===== config.mk =====
export PLATFORM = sky130hd
export DESIGN_NAME = dock_approach_velocity_control_unit_flat
export DESIGN_NICKNAME = d
export VERILOG_FILES = /design/src/rtl/dvc_pkg.sv /design/src/rtl/dvc_if.sv /design/src/rtl/dvc_mul.sv /design/src/rtl/dvc_isqrt.sv /design/src/rtl/dock_approach_velocity_control_unit.sv /design/src/flat_wrapper.sv
export SDC_FILE = /design/constraint.sdc
export NUM_CORES = 2
export LEC_CHECK = 0
export ABC_CLOCK_PERIOD_IN_PS = 11400
export BUFFER_PORTS_ARGS = -buffer_cell sky130_fd_sc_hd__buf_2
export CORE_ASPECT_RATIO = 1.2
export CORE_MARGIN = 1.5
export CORE_UTILIZATION = 60
export DETAILED_ROUTE_END_ITERATION = 10
export PLACE_DENSITY = 0.77
export SYNTH_ARGS = -nofsm -noshare
export SYNTH_HDL_FRONTEND = slang
export SYNTH_SLANG_ARGS = --single-unit
export TNS_END_PERCENT = 10

===== constraint.sdc =====
create_clock -name clk_i -period 11.4 [get_ports clk_i]
set_input_delay 2.28 -clock clk_i [delete_from_list [all_inputs] [get_ports clk_i]]
set_output_delay 2.28 -clock clk_i [all_outputs]
set_load 0.02 [all_outputs]

===== src/rtl/dvc_pkg.sv =====
`timescale 1ns / 1ps

package dvc_pkg;

  localparam int unsigned PosW   = 31;
  localparam int unsigned HeadW  = 16;
  localparam int unsigned CfgW   = 24;
  localparam int unsigned CfgIdxW = 2;
  localparam int unsigned SpeedW = 25;
  localparam int unsigned StatW  = 2;
  localparam int unsigned DiffW  = 32;
  localparam int unsigned SumW   = 64;
  localparam int unsigned RootW  = 32;
  localparam int unsigned OpW    = 33;
  localparam int unsigned ProdW  = 2 * OpW;

  // Register indexes of the configuration port.
  localparam logic [CfgIdxW-1:0] RegGain     = 2'd0;
  localparam logic [CfgIdxW-1:0] RegMaxSpeed = 2'd1;
  localparam logic [CfgIdxW-1:0] RegMinSpeed = 2'd2;
  localparam logic [CfgIdxW-1:0] RegStopTol  = 2'd3;

  // Reset values: 0.1, 0.2 m/s, 0.05 m/s and 0.01 m in unsigned Q8.16.
  localparam logic [CfgW-1:0] GainReset     = 24'd6554;
  localparam logic [CfgW-1:0] MaxSpeedReset = 24'd13107;
  localparam logic [CfgW-1:0] MinSpeedReset = 24'd3277;
  localparam logic [CfgW-1:0] StopTolReset  = 24'd655;

  localparam logic [StatW-1:0] StatusMoving  = 2'd0;
  localparam logic [StatW-1:0] StatusReached = 2'd1;
  localparam logic [StatW-1:0] StatusOscStop = 2'd2;

endpackage


===== src/rtl/dvc_if.sv =====
`timescale 1ns / 1ps

interface dvc_in_if;
  logic                              valid;
  logic                              ready;
  logic signed [dvc_pkg::PosW-1:0]   robot_x;
  logic signed [dvc_pkg::PosW-1:0]   robot_y;
  logic signed [dvc_pkg::HeadW-1:0]  heading_cos;
  logic signed [dvc_pkg::HeadW-1:0]  heading_sin;
  logic signed [dvc_pkg::PosW-1:0]   goal_x;
  logic signed [dvc_pkg::PosW-1:0]   goal_y;

  modport source (output valid, robot_x, robot_y, heading_cos, heading_sin, goal_x, goal_y,
                  input ready);
  modport sink (input valid, robot_x, robot_y, heading_cos, heading_sin, goal_x, goal_y,
                output ready);
endinterface

interface dvc_out_if;
  logic                               valid;
  logic                               ready;
  logic signed [dvc_pkg::SpeedW-1:0]  linear_speed;
  logic [dvc_pkg::StatW-1:0]          status;

  modport source (output valid, linear_speed, status, input ready);
  modport sink (input valid, linear_speed, status, output ready);
endinterface


===== src/rtl/dvc_mul.sv =====
`timescale 1ns / 1ps

// Shared signed multiplier with a registered product.
module dvc_mul (
  input  logic                               clk_i,
  input  logic signed [dvc_pkg::OpW-1:0]     a_i,
  input  logic signed [dvc_pkg::OpW-1:0]     b_i,
  output logic signed [dvc_pkg::ProdW-1:0]   prod_o
);

  logic signed [dvc_pkg::ProdW-1:0] prod_q;

  always_ff @(posedge clk_i) begin
    prod_q <= a_i * b_i;
  end

  assign prod_o = prod_q;

endmodule


===== src/rtl/dvc_isqrt.sv =====
`timescale 1ns / 1ps

// Bit-pair restoring integer square root, one result bit per cycle.
module dvc_isqrt (
  input  logic                          clk_i,
  input  logic                          rst_ni,
  input  logic                          start_i,
  input  logic [dvc_pkg::SumW-1:0]      radicand_i,
  output logic                          done_o,
  output logic [dvc_pkg::RootW-1:0]     root_o
);

  localparam int unsigned CntW = $clog2(dvc_pkg::RootW);
  localparam logic [dvc_pkg::SumW-1:0] TopBit =
    {2'b01, {(dvc_pkg::SumW - 2){1'b0}}};

  logic [dvc_pkg::SumW-1:0] rem_q;
  logic [dvc_pkg::SumW-1:0] res_q;
  logic [dvc_pkg::SumW-1:0] bit_q;
  logic [CntW-1:0]          cnt_q;
  logic                     busy_q;
  logic                     done_q;
  logic [dvc_pkg::SumW-1:0] trial;

  assign trial = res_q + bit_q;

  always_ff @(posedge clk_i or negedge rst_ni) begin
    if (!rst_ni) begin
      busy_q <= 1'b0;
      done_q <= 1'b0;
      cnt_q  <= '0;
    end else begin
      done_q <= 1'b0;
      if (start_i) begin
        busy_q <= 1'b1;
        cnt_q  <= '0;
        rem_q  <= radicand_i;
        res_q  <= '0;
        bit_q  <= TopBit;
      end else if (busy_q) begin
        if (rem_q >= trial) begin
          rem_q <= rem_q - trial;
          res_q <= (res_q >> 1) + bit_q;
        end else begin
          res_q <= res_q >> 1;
        end
        bit_q <= bit_q >> 2;
        cnt_q <= cnt_q + 1'b1;
        if (cnt_q == CntW'(dvc_pkg::RootW - 1)) begin
          busy_q <= 1'b0;
          done_q <= 1'b1;
        end
      end
    end
  end

  assign done_o = done_q;
  assign root_o = res_q[dvc_pkg::RootW-1:0];

endmodule


===== src/rtl/dock_approach_velocity_control_unit.sv =====
`timescale 1ns / 1ps

// The 32-step square root dominates the time from an accepted request to its result.
// A new request is taken only once the previous result sits in the output register,
// and a full output register stalls only the final step.
// The shared 33x33 multiplier handles the squares, the heading projection and the gain.
// Reset (asynchronous, active low) loads the default configuration and clears the previous direction.
module dock_approach_velocity_control_unit (
  input  logic                              clk_i,
  input  logic                              rst_ni,
  dvc_in_if.sink                            in_req,
  dvc_out_if.source                         out_rsp,
  input  logic                              cfg_we_i,
  input  logic [dvc_pkg::CfgIdxW-1:0]       cfg_idx_i,
  input  logic [dvc_pkg::CfgW-1:0]          cfg_wdata_i
);

  typedef enum logic [3:0] {
    StIdle, StSqX, StSqY, StProjX, StProjY, StProjSum, StSqrt, StGain, StDecide
  } state_e;

  localparam int unsigned OpW  = dvc_pkg::OpW;
  localparam int unsigned PW   = 40;  // width of gain * d >> 16
  localparam int unsigned VW   = PW + 2;

  state_e state_q, state_d;

  logic [dvc_pkg::CfgW-1:0] gain_q, max_speed_q, min_speed_q, stop_tol_q;
  logic prev_pos_q, prev_neg_q;

  logic signed [dvc_pkg::DiffW-1:0] dx_q, dy_q;
  logic [dvc_pkg::DiffW-1:0]        adx_q, ady_q;
  logic signed [dvc_pkg::HeadW-1:0] hc_q, hs_q;
  logic [dvc_pkg::SumW-1:0]         sum_q;
  logic signed [dvc_pkg::SumW-1:0]  proj_q;
  logic [dvc_pkg::RootW-1:0]        d_q;

  logic                             out_valid_q;
  logic signed [dvc_pkg::SpeedW-1:0] speed_q;
  logic [dvc_pkg::StatW-1:0]        status_q;

  logic signed [dvc_pkg::DiffW-1:0] dx_in, dy_in;
  logic signed [OpW-1:0]            op_a, op_b;
  logic signed [dvc_pkg::ProdW-1:0] prod;
  logic                             sqrt_done;
  logic [dvc_pkg::RootW-1:0]        root;

  logic                             out_free;
  logic [PW-1:0]                    p;
  logic signed [VW-1:0]             v_ahead;
  logic                             ahead, behind, reached, osc;
  logic signed [dvc_pkg::SpeedW-1:0] speed_new;
  logic [dvc_pkg::StatW-1:0]        status_new;

  assign dx_in = dvc_pkg::DiffW'(in_req.goal_x) - dvc_pkg::DiffW'(in_req.robot_x);
  assign dy_in = dvc_pkg::DiffW'(in_req.goal_y) - dvc_pkg::DiffW'(in_req.robot_y);

  // Operand selection for the shared multiplier.
  always_comb begin
    op_a = '0;
    op_b = '0;
    case (state_q)
      StSqX: begin
        op_a = $signed({1'b0, adx_q});
        op_b = $signed({1'b0, adx_q});
      end
      StSqY: begin
        op_a = $signed({1'b0, ady_q});
        op_b = $signed({1'b0, ady_q});
      end
      StProjX: begin
        op_a = OpW'(dx_q);
        op_b = OpW'(hc_q);
      end
      StProjY: begin
        op_a = OpW'(dy_q);
        op_b = OpW'(hs_q);
      end
      // The gain operands stay applied while the result waits for the output register.
      StGain, StDecide: begin
        op_a = $signed({{(OpW - dvc_pkg::CfgW){1'b0}}, gain_q});
        op_b = $signed({1'b0, d_q});
      end
      default: begin
        op_a = '0;
        op_b = '0;
      end
    endcase
  end

  dvc_mul u_mul (
    .clk_i  (clk_i),
    .a_i    (op_a),
    .b_i    (op_b),
    .prod_o (prod)
  );

  dvc_isqrt u_isqrt (
    .clk_i      (clk_i),
    .rst_ni     (rst_ni),
    .start_i    (state_q == StProjY),
    .radicand_i (sum_q),
    .done_o     (sqrt_done),
    .root_o     (root)
  );

  // Final decision, using the gain product that lands in the decide step.
  always_comb begin
    p        = prod[PW+15:16];
    ahead    = (proj_q > 0);
    behind   = (proj_q < 0);
    reached  = (d_q < dvc_pkg::RootW'(stop_tol_q));
    osc      = (d_q == '0) || !(ahead || behind) || (ahead && prev_neg_q)
               || (behind && prev_pos_q);
    v_ahead  = $signed({2'b00, PW'(max_speed_q)}) - $signed({2'b00, p});
    speed_new  = '0;
    status_new = dvc_pkg::StatusMoving;
    if (reached) begin
      status_new = dvc_pkg::StatusReached;
    end else if (osc) begin
      status_new = dvc_pkg::StatusOscStop;
    end else if (ahead) begin
      if (v_ahead <= $signed({{(VW - dvc_pkg::CfgW){1'b0}}, min_speed_q})) begin
        speed_new = $signed({1'b0, min_speed_q});
      end else begin
        speed_new = v_ahead[dvc_pkg::SpeedW-1:0];
      end
    end else if (gain_q == '0) begin
      speed_new = '0;
    end else if (p > PW'(max_speed_q)) begin
      speed_new = -$signed({1'b0, max_speed_q});
    end else if (p < PW'(min_speed_q)) begin
      speed_new = -$signed({1'b0, min_speed_q});
    end else begin
      speed_new = -$signed({1'b0, p[dvc_pkg::CfgW-1:0]});
    end
  end

  assign out_free = !out_valid_q || out_rsp.ready;

  always_comb begin
    state_d = state_q;
    unique case (state_q)
      StIdle:    if (in_req.valid) state_d = StSqX;
      StSqX:     state_d = StSqY;
      StSqY:     state_d = StProjX;
      StProjX:   state_d = StProjY;
      StProjY:   state_d = StProjSum;
      StProjSum: state_d = StSqrt;
      StSqrt:    if (sqrt_done) state_d = StGain;
      StGain:    state_d = StDecide;
      StDecide:  if (out_free) state_d = StIdle;
      default:   state_d = StIdle;
    endcase
  end

  always_ff @(posedge clk_i or negedge rst_ni) begin
    if (!rst_ni) begin
      state_q     <= StIdle;
      gain_q      <= dvc_pkg::GainReset;
      max_speed_q <= dvc_pkg::MaxSpeedReset;
      min_speed_q <= dvc_pkg::MinSpeedReset;
      stop_tol_q  <= dvc_pkg::StopTolReset;
      prev_pos_q  <= 1'b0;
      prev_neg_q  <= 1'b0;
      out_valid_q <= 1'b0;
    end else begin
      state_q <= state_d;
      if (cfg_we_i) begin
        unique case (cfg_idx_i)
          dvc_pkg::RegGain:     gain_q      <= cfg_wdata_i;
          dvc_pkg::RegMaxSpeed: max_speed_q <= cfg_wdata_i;
          dvc_pkg::RegMinSpeed: min_speed_q <= cfg_wdata_i;
          dvc_pkg::RegStopTol:  stop_tol_q  <= cfg_wdata_i;
          default: ;
        endcase
      end
      if (state_q == StDecide && out_free) begin
        out_valid_q <= 1'b1;
      end else if (out_rsp.ready) begin
        out_valid_q <= 1'b0;
      end
      case (state_q)
        StIdle: begin
          if (in_req.valid) begin
            dx_q  <= dx_in;
            dy_q  <= dy_in;
            adx_q <= dx_in[dvc_pkg::DiffW-1] ? -dx_in : dx_in;
            ady_q <= dy_in[dvc_pkg::DiffW-1] ? -dy_in : dy_in;
            hc_q  <= in_req.heading_cos;
            hs_q  <= in_req.heading_sin;
          end
        end
        StSqY:     sum_q  <= prod[dvc_pkg::SumW-1:0];
        StProjX:   sum_q  <= sum_q + prod[dvc_pkg::SumW-1:0];
        StProjY:   proj_q <= prod[dvc_pkg::SumW-1:0];
        StProjSum: proj_q <= proj_q + prod[dvc_pkg::SumW-1:0];
        StSqrt:    if (sqrt_done) d_q <= root;
        StDecide: begin
          if (out_free) begin
            speed_q     <= speed_new;
            status_q    <= status_new;
            // Any stop forgets the previous direction.
            if (reached || osc) begin
              prev_pos_q <= 1'b0;
              prev_neg_q <= 1'b0;
            end else begin
              prev_pos_q <= ahead;
              prev_neg_q <= behind;
            end
          end
        end
        default: ;
      endcase
    end
  end

  assign in_req.ready         = (state_q == StIdle);
  assign out_rsp.valid        = out_valid_q;
  assign out_rsp.linear_speed = speed_q;
  assign out_rsp.status       = status_q;

endmodule


===== src/flat_wrapper.sv =====
// flat-port wrapper written by rule: the top's interface ports become plain ports
module dock_approach_velocity_control_unit_flat 
  (clk_i, rst_ni, cfg_we_i, cfg_idx_i, cfg_wdata_i, in_req_valid, in_req_robot_x, in_req_robot_y, in_req_heading_cos, in_req_heading_sin, in_req_goal_x, in_req_goal_y, in_req_ready, out_rsp_valid, out_rsp_linear_speed, out_rsp_status, out_rsp_ready);
  dvc_in_if in_req_i ();
  dvc_out_if out_rsp_i ();
  input  logic clk_i;
  input  logic rst_ni;
  input  logic cfg_we_i;
  input  logic [dvc_pkg::CfgIdxW-1:0] cfg_idx_i;
  input  logic [dvc_pkg::CfgW-1:0] cfg_wdata_i;
  input wire logic [$bits(in_req_i.valid)-1:0] in_req_valid;
  input wire logic [$bits(in_req_i.robot_x)-1:0] in_req_robot_x;
  input wire logic [$bits(in_req_i.robot_y)-1:0] in_req_robot_y;
  input wire logic [$bits(in_req_i.heading_cos)-1:0] in_req_heading_cos;
  input wire logic [$bits(in_req_i.heading_sin)-1:0] in_req_heading_sin;
  input wire logic [$bits(in_req_i.goal_x)-1:0] in_req_goal_x;
  input wire logic [$bits(in_req_i.goal_y)-1:0] in_req_goal_y;
  output wire logic [$bits(in_req_i.ready)-1:0] in_req_ready;
  output wire logic [$bits(out_rsp_i.valid)-1:0] out_rsp_valid;
  output wire logic [$bits(out_rsp_i.linear_speed)-1:0] out_rsp_linear_speed;
  output wire logic [$bits(out_rsp_i.status)-1:0] out_rsp_status;
  input wire logic [$bits(out_rsp_i.ready)-1:0] out_rsp_ready;
  assign in_req_i.valid = in_req_valid;
  assign in_req_i.robot_x = in_req_robot_x;
  assign in_req_i.robot_y = in_req_robot_y;
  assign in_req_i.heading_cos = in_req_heading_cos;
  assign in_req_i.heading_sin = in_req_heading_sin;
  assign in_req_i.goal_x = in_req_goal_x;
  assign in_req_i.goal_y = in_req_goal_y;
  assign in_req_ready = in_req_i.ready;
  assign out_rsp_valid = out_rsp_i.valid;
  assign out_rsp_linear_speed = out_rsp_i.linear_speed;
  assign out_rsp_status = out_rsp_i.status;
  assign out_rsp_i.ready = out_rsp_ready;
  dock_approach_velocity_control_unit u_core (.clk_i(clk_i), .rst_ni(rst_ni), .in_req(in_req_i), .out_rsp(out_rsp_i), .cfg_we_i(cfg_we_i), .cfg_idx_i(cfg_idx_i), .cfg_wdata_i(cfg_wdata_i));
endmodule

* Word-level counts from Yosys, hierarchy flattened
Cells that the tools add are included.
W data, S select, Z words.
** Cells by class
- Add/subtract/negate cells :: 14
- Multipliers :: 1
- Magnitude comparators :: 7
- Eq/ne operators :: 15
- Mux-type cells :: 34
- Reductions and logical operators :: 34
** Operator list (number)
- $mux W64 :: 6
- $pmux W33 S5 :: 2
- $pmux W64 S2 :: 2
- $add A64 B64 Y64 :: 3
- $mux W25 :: 5
- $neg A24 Y25 :: 3
- $add A63 B64 Y64 :: 1
- $ge A64 B64 Y1 :: 1
- $gt A64 B1 Y1 const B :: 1
- $lt A64 B1 Y1 const B :: 1
- $mul A33 B33 Y64 :: 1
- $neg A32 Y32 :: 2
- $sub A31 B31 Y32 :: 2
- $sub A64 B64 Y64 :: 1
- $mux W31 :: 2
- $le A42 B25 Y1 :: 1
- $sub A24 B40 Y41 :: 1
- $gt A40 B24 Y1 :: 1
- $lt A40 B24 Y1 :: 1
- $pmux W4 S9 :: 1
- $logic_not A32 Y1 :: 1
- $lt A32 B24 Y1 :: 1
- $logic_not A24 Y1 :: 1
- $eq A4 B3 Y1 const B :: 4
- 22 further kinds :: 60
** Storage, ports and cells
- Bits in registers :: 713
- Input bits :: 187
- Output and inout bits :: 29
- Logic and storage cells :: 133

* Longest topological paths before layout
- Depth after elaboration :: 8
- Depth in mapped cells :: 40
- Depth with buffers taken out :: 34

* Hierarchy
Synthesis repeated with hierarchy kept, for this count alone.
** Unflattened totals
- Cell total of the unflattened synthesis :: 10607
- Area total of the unflattened synthesis :: 96211.0 um^2
** By module, submodules not included
- dvc_mul :: instances 1, cells each 4291, area each 40174.8 um^2, sequential area each 1321.3 um^2
- dock_approach_velocity_control_unit :: instances 1, cells each 3745, area each 34752.1 um^2, sequential area each 12972.4 um^2
- dvc_isqrt :: instances 1, cells each 2571, area each 21284.2 um^2, sequential area each 5940.7 um^2

* Worst setup path before layout
OpenSTA, ideal clock, no wires.
- Path kind :: register -> register
- From :: register u_core.state_q[1]
- To :: register u_core.u_mul.prod_q (netlist bit u_core.u_mul.prod_o[58])
- Setup time :: 0.072 ns
- Arrival :: 9.572 ns
- Data required time :: 11.328 ns
- Setup slack :: 1.756 ns
- Cell stages (with the launch flop) :: 37
- Clock period less this slack :: 9.644 ns
- Cell sequence :: dfrtp_1 -> clkbuf_1 -> nand2b_1 -> nor3_1 -> clkbuf_1 -> buf_2 -> buf_1 -> a22oi_1 -> nand3_1 -> clkbuf_1 -> nand2_1 -> fa_1 -> inv_1 -> fa_1 -> inv_1 -> fa_1 -> inv_1 -> fa_1 -> fa_1 -> fa_1 -> fa_1 -> inv_1 -> fa_1 -> inv_1 -> ha_1 -> a21o_1 -> a21o_1 -> a21o_1 -> a221oi_1 -> o21ai_0 -> a41oi_1 -> a21boi_1 -> o21ai_0 -> o41ai_2 -> o21bai_1 -> a21oi_1 -> xnor2_1
** Between the ends
- Word-level cells in the longest chain between the ends :: 4
** RTL lines
- from (decl) :: line dock_approach_velocity_control_unit.sv:26 : state_e state_q, state_d;
- from (signal assigned) :: line dock_approach_velocity_control_unit.sv:159 : state_q <= StIdle;
- from (signal assigned) :: line dock_approach_velocity_control_unit.sv:168 : state_q <= state_d;
- $eq A4 B3 Y1 or $eq A4 B4 Y1 (tied branches) :: line dock_approach_velocity_control_unit.sv:62 : case (state_q)
- $reduce_or A2 Y1 :: line dock_approach_velocity_control_unit.sv:62
- $pmux W33 S5 :: line dock_approach_velocity_control_unit.sv:62
- $mul A33 B33 Y64 * :: line dvc_mul.sv:14 : prod_q <= a_i * b_i;
- to (signal assigned) :: line dvc_mul.sv:14
- to (decl) :: line dvc_mul.sv:11 : logic signed [dvc_pkg::ProdW-1:0] prod_q;
Every way passes the cells marked *; elsewhere a longest branch is shown, timed or not.
A chain may end at the register's enable or synchronous reset.

* Final worst setup path
- From :: register u_core.state_q[3]
- To :: register u_core.u_mul.prod_q (netlist bit u_core.u_mul.prod_o[58])
Same word-level chain as after synthesis.

==> flow_summary.ini <==
[status]
status = completed

[grt]
grt_pass1_vias = 76600
antenna_found_initial = 20
grt_pass1_wl_um = 458000
overflow = 0
grt_max_degree = 130
track_usage_pct = 39.7

[place]
hpwl_um = 247000
place.port_buffers = 215
dpl_worst_slack_ns = 0.655
place.gp.congestion = 1.05

[flow_run]
drv_cap = 0

[die]
die-height_um = 429
core_area_um2 = 150000
initial_core_util_pct = 60.4
io_pins = 216
fp.dieW_um = 358
rows = 156
die_area_um2 = 154000

[critical_path]
slowest_delay_ns = 0.80
crit_top_cell = fa_1
cp.arrival_ns = 11.66
cp.required_ns = 12.04
crit_fanout = 32
crit_path_end_kind = flip-flop
cp-start-kind = flip-flop
crit_slowest_cell = nand3_1
crit_type = flip-flop to flip-flop

[sta]
worst_pin_slew_ns = 1.16
finalCritPeriodShare_pct = 96.7
setup_viol = 0
relSlewSlack_pct = 23.0
min_period_ns = 11.02
rsz0062_at_grt = no
drv_slew = 0
max_freq_mhz = 90.7
finalHoldViolations = 0
tns_ns = 0
clock_skew_ns = 0.0465
fin_ws_ns = 0.378

[drt]
postRouteAntennaNets = 0
routed_wl_um = 304000
drc_errors = 0
num_vias = 75600
first_pass_iters = 6
routed_via_density = 6.25
drt_iter0_markers = 7498
post_drt_wl_per_cell_um = 25.1

[clocking]
clock-sinks = 711
postCtsSetupRepairBufs = 0
path_clk_slew_ns = 0.06
tritoncts = built
holdBufCountCts = 0
clkLatencyLatePin_ns = 0.75
h-tree-depth = 3
cts_buffers = 81
clock_path_buffers = 3
cts_root_buffer = clkbuf_16

[yosys]
synth_nets = 12000
synth_enable_flop_cells = 537
synth-seq-cells = 711
synthArstFlopShare_pct = 15.5
synth.distinct_cells = 101
yosysTopAreaCell = fa_1
synth_area_um2 = 90700
yosys.cell_count.top_type = inv_1
synth_warnings = 0
synth_cells = 9956
postSynthAreaPerCell_um2 = 9.11
synthTopCellsByArea = fa_1, edfxtp_1, ha_1
synth_common_cells = inv_1, nand2_1, fa_1
synth_top_cell_area_share_pct = 25.0
synthFlopType = edfxtp_1
yosysSeqAreaShare_pct = 22.3

[hold_path]
hp-class = flip-flop to flip-flop

[cells_and_area]
fillCellCount = 12600
fin_nets = 12100
area_growth_pct = 7.14
layout-drive-gt1-share_pct = 7.72
==> placed cells by master, fill, tap and decap left out, types with 31 or more instances in the layout <==
cell type  synthesis  final
a211oi_1          82     82
a21o_1           267    267
a21oi_1          566    563
a221o_1           36     36
a22oi_1           84     84
a31oi_1           59     57
and2_1            44     42
and3_1            93     93
buf_2             19    214
buf_4              2    202
clkbuf_16          0     87
dfrtp_1           82     81
dfxtp_1           64     64
edfxtp_1         537    537
fa_1            1133   1133
ha_1             691    691
inv_1           1430   1429
mux2_2           100    100
mux2i_1          103    103
nand2_1         1136   1135
nand2b_1          79     79
nand3_1          163    162
nand4_1           87     87
nor2_1           903    897
nor2b_1           57     57
nor3_1           110    107
nor4_1            59     59
o211ai_1          31     31
o21a_1            66     66
o21ai_0          451    449
o21bai_1          71     71
o31ai_1           38     38
xnor2_1          359    359
xor2_1           200    200
==> worst max-delay path, delay by kind of cell (launching register included) <==
kind	cells	cell delay [ns]
flip-flops	1	0.61
AO/OA/AOI/OAI	10	3.39
XOR/XNOR	1	0.13
buffers and inverters	6	0.60
adder cells (fa/ha/maj)	9	4.45
AND/OR/NAND/NOR	6	1.71
==> through the flow <==
step / utilization, % / std cells / instance area [um^2] / hold WS, ns
after floorplan: - / 9956 / 90700 / 0.449
after global placement: 62.8 / 11900 / 94400 / 0.487
after detailed placement: 62.8 / 11900 / 94400 / 0.494
after CTS: 64.7 / 12100 / 97200 / 0.507
after global routing: 64.7 / 12100 / 97200 / 0.526
final: 64.7 / 12100 / 97200 / 0.505
==> sequential cells by signal, indices dropped and copies added, names as in the netlist, 2 cells and up <==
name	cells
u_core.d_q	32
u_core.u_isqrt.bit_q	64
u_core.dy_q	32
u_core.adx_q	31
u_core.hs_q	16
u_core.gain_q	24
u_core.hc_q	16
u_core.u_mul.prod_o	64
u_core.u_isqrt.cnt_q	5
u_core.state_q	4
u_core.out_rsp.linear_speed	25
u_core.u_isqrt.rem_q	64
u_core.proj_q	64
u_core.dx_q	32
u_core.max_speed_q	24
u_core.stop_tol_q	24
u_core.out_rsp.status	2
u_core.u_isqrt.res_q	64
u_core.min_speed_q	24
u_core.ady_q	31
u_core.sum_q	64
==> repair_timing <==
item / in CTS / in global routing
hold endpoints to repair: 0 / 0
endpoints found under the setup margin: 0 / 1
gates resized for setup: 0 / 2
==> layer usage <==
metal	global-route usage, %	up-vias	part of all wire (%)	wire length [um]
met4	22.3	16	6.9	21000
li1	-	33500	-	-
met1	49.7	37700	38	115000
met5	0	-	0.034	104
met2	63.6	3531	46	141000
met3	8.62	909	8.9	27200
==> final timing paths <==
| path | start | to | cells after the start | slack, ns |
|---|---|---|---|---|
| hold reg to reg | u_core.stop_tol_q[20]$_DFFE_PN0P_ | u_core.stop_tol_q[20]$_DFFE_PN0P_ | 1 | 0.50 |
| hold / removal | u_core.stop_tol_q[20]$_DFFE_PN0P_ | u_core.stop_tol_q[20]$_DFFE_PN0P_ | 1 | 0.50 |
| min in group asynchronous | rst_ni | u_core.stop_tol_q[4]$_DFFE_PN0P_ | 1 | 1.56 |
| setup reg to reg | u_core.state_q[3]$_DFFE_PN0P_ | u_core.u_mul.prod_o[58]$_DFF_P_ | 32 | 0.38 |
| setup / recovery | u_core.state_q[3]$_DFFE_PN0P_ | u_core.u_mul.prod_o[58]$_DFF_P_ | 32 | 0.38 |
| max in group asynchronous | rst_ni | u_core.u_isqrt.done_o$_DFF_PN0_ | 2 | 8.68 |
==> area by class of cell <==
type / instances / area [um^2] / area share (%)
diodes: 4 / 10.0 / 0.0103
clock buffers: 102 / 2310 / 2.38
clock inverters: 48 / 434 / 0.447
inverters: 1430 / 5370 / 5.52
multi-input cells: 7411 / 63700 / 65.6
flip-flops and latches: 711 / 20200 / 20.8
well taps: 1975 / 2470 / 2.54
repair buffers: 421 / 2680 / 2.76
==> logic make-up (layout without fill, tap and decap cells) <==
group / Yosys count / in the layout / synth area share (%)
AND/OR/NAND/NOR: 2843 / 2843 / 13.8
AO/OA/AOI/OAI: 1982 / 1982 / 14.0
buffers and inverters: 1834 / 2001 / 7.65
adder cells (fa/ha/maj): 1824 / 1824 / 34.5
flip-flops: 711 / 711 / 22.3
XOR/XNOR: 559 / 559 / 5.40
multiplexers: 203 / 203 / 2.38
other: 0 / 4 / 0
Power is not shown: default switching activity piles up to over one toggle a cycle in this logic, so the estimate is an artifact.
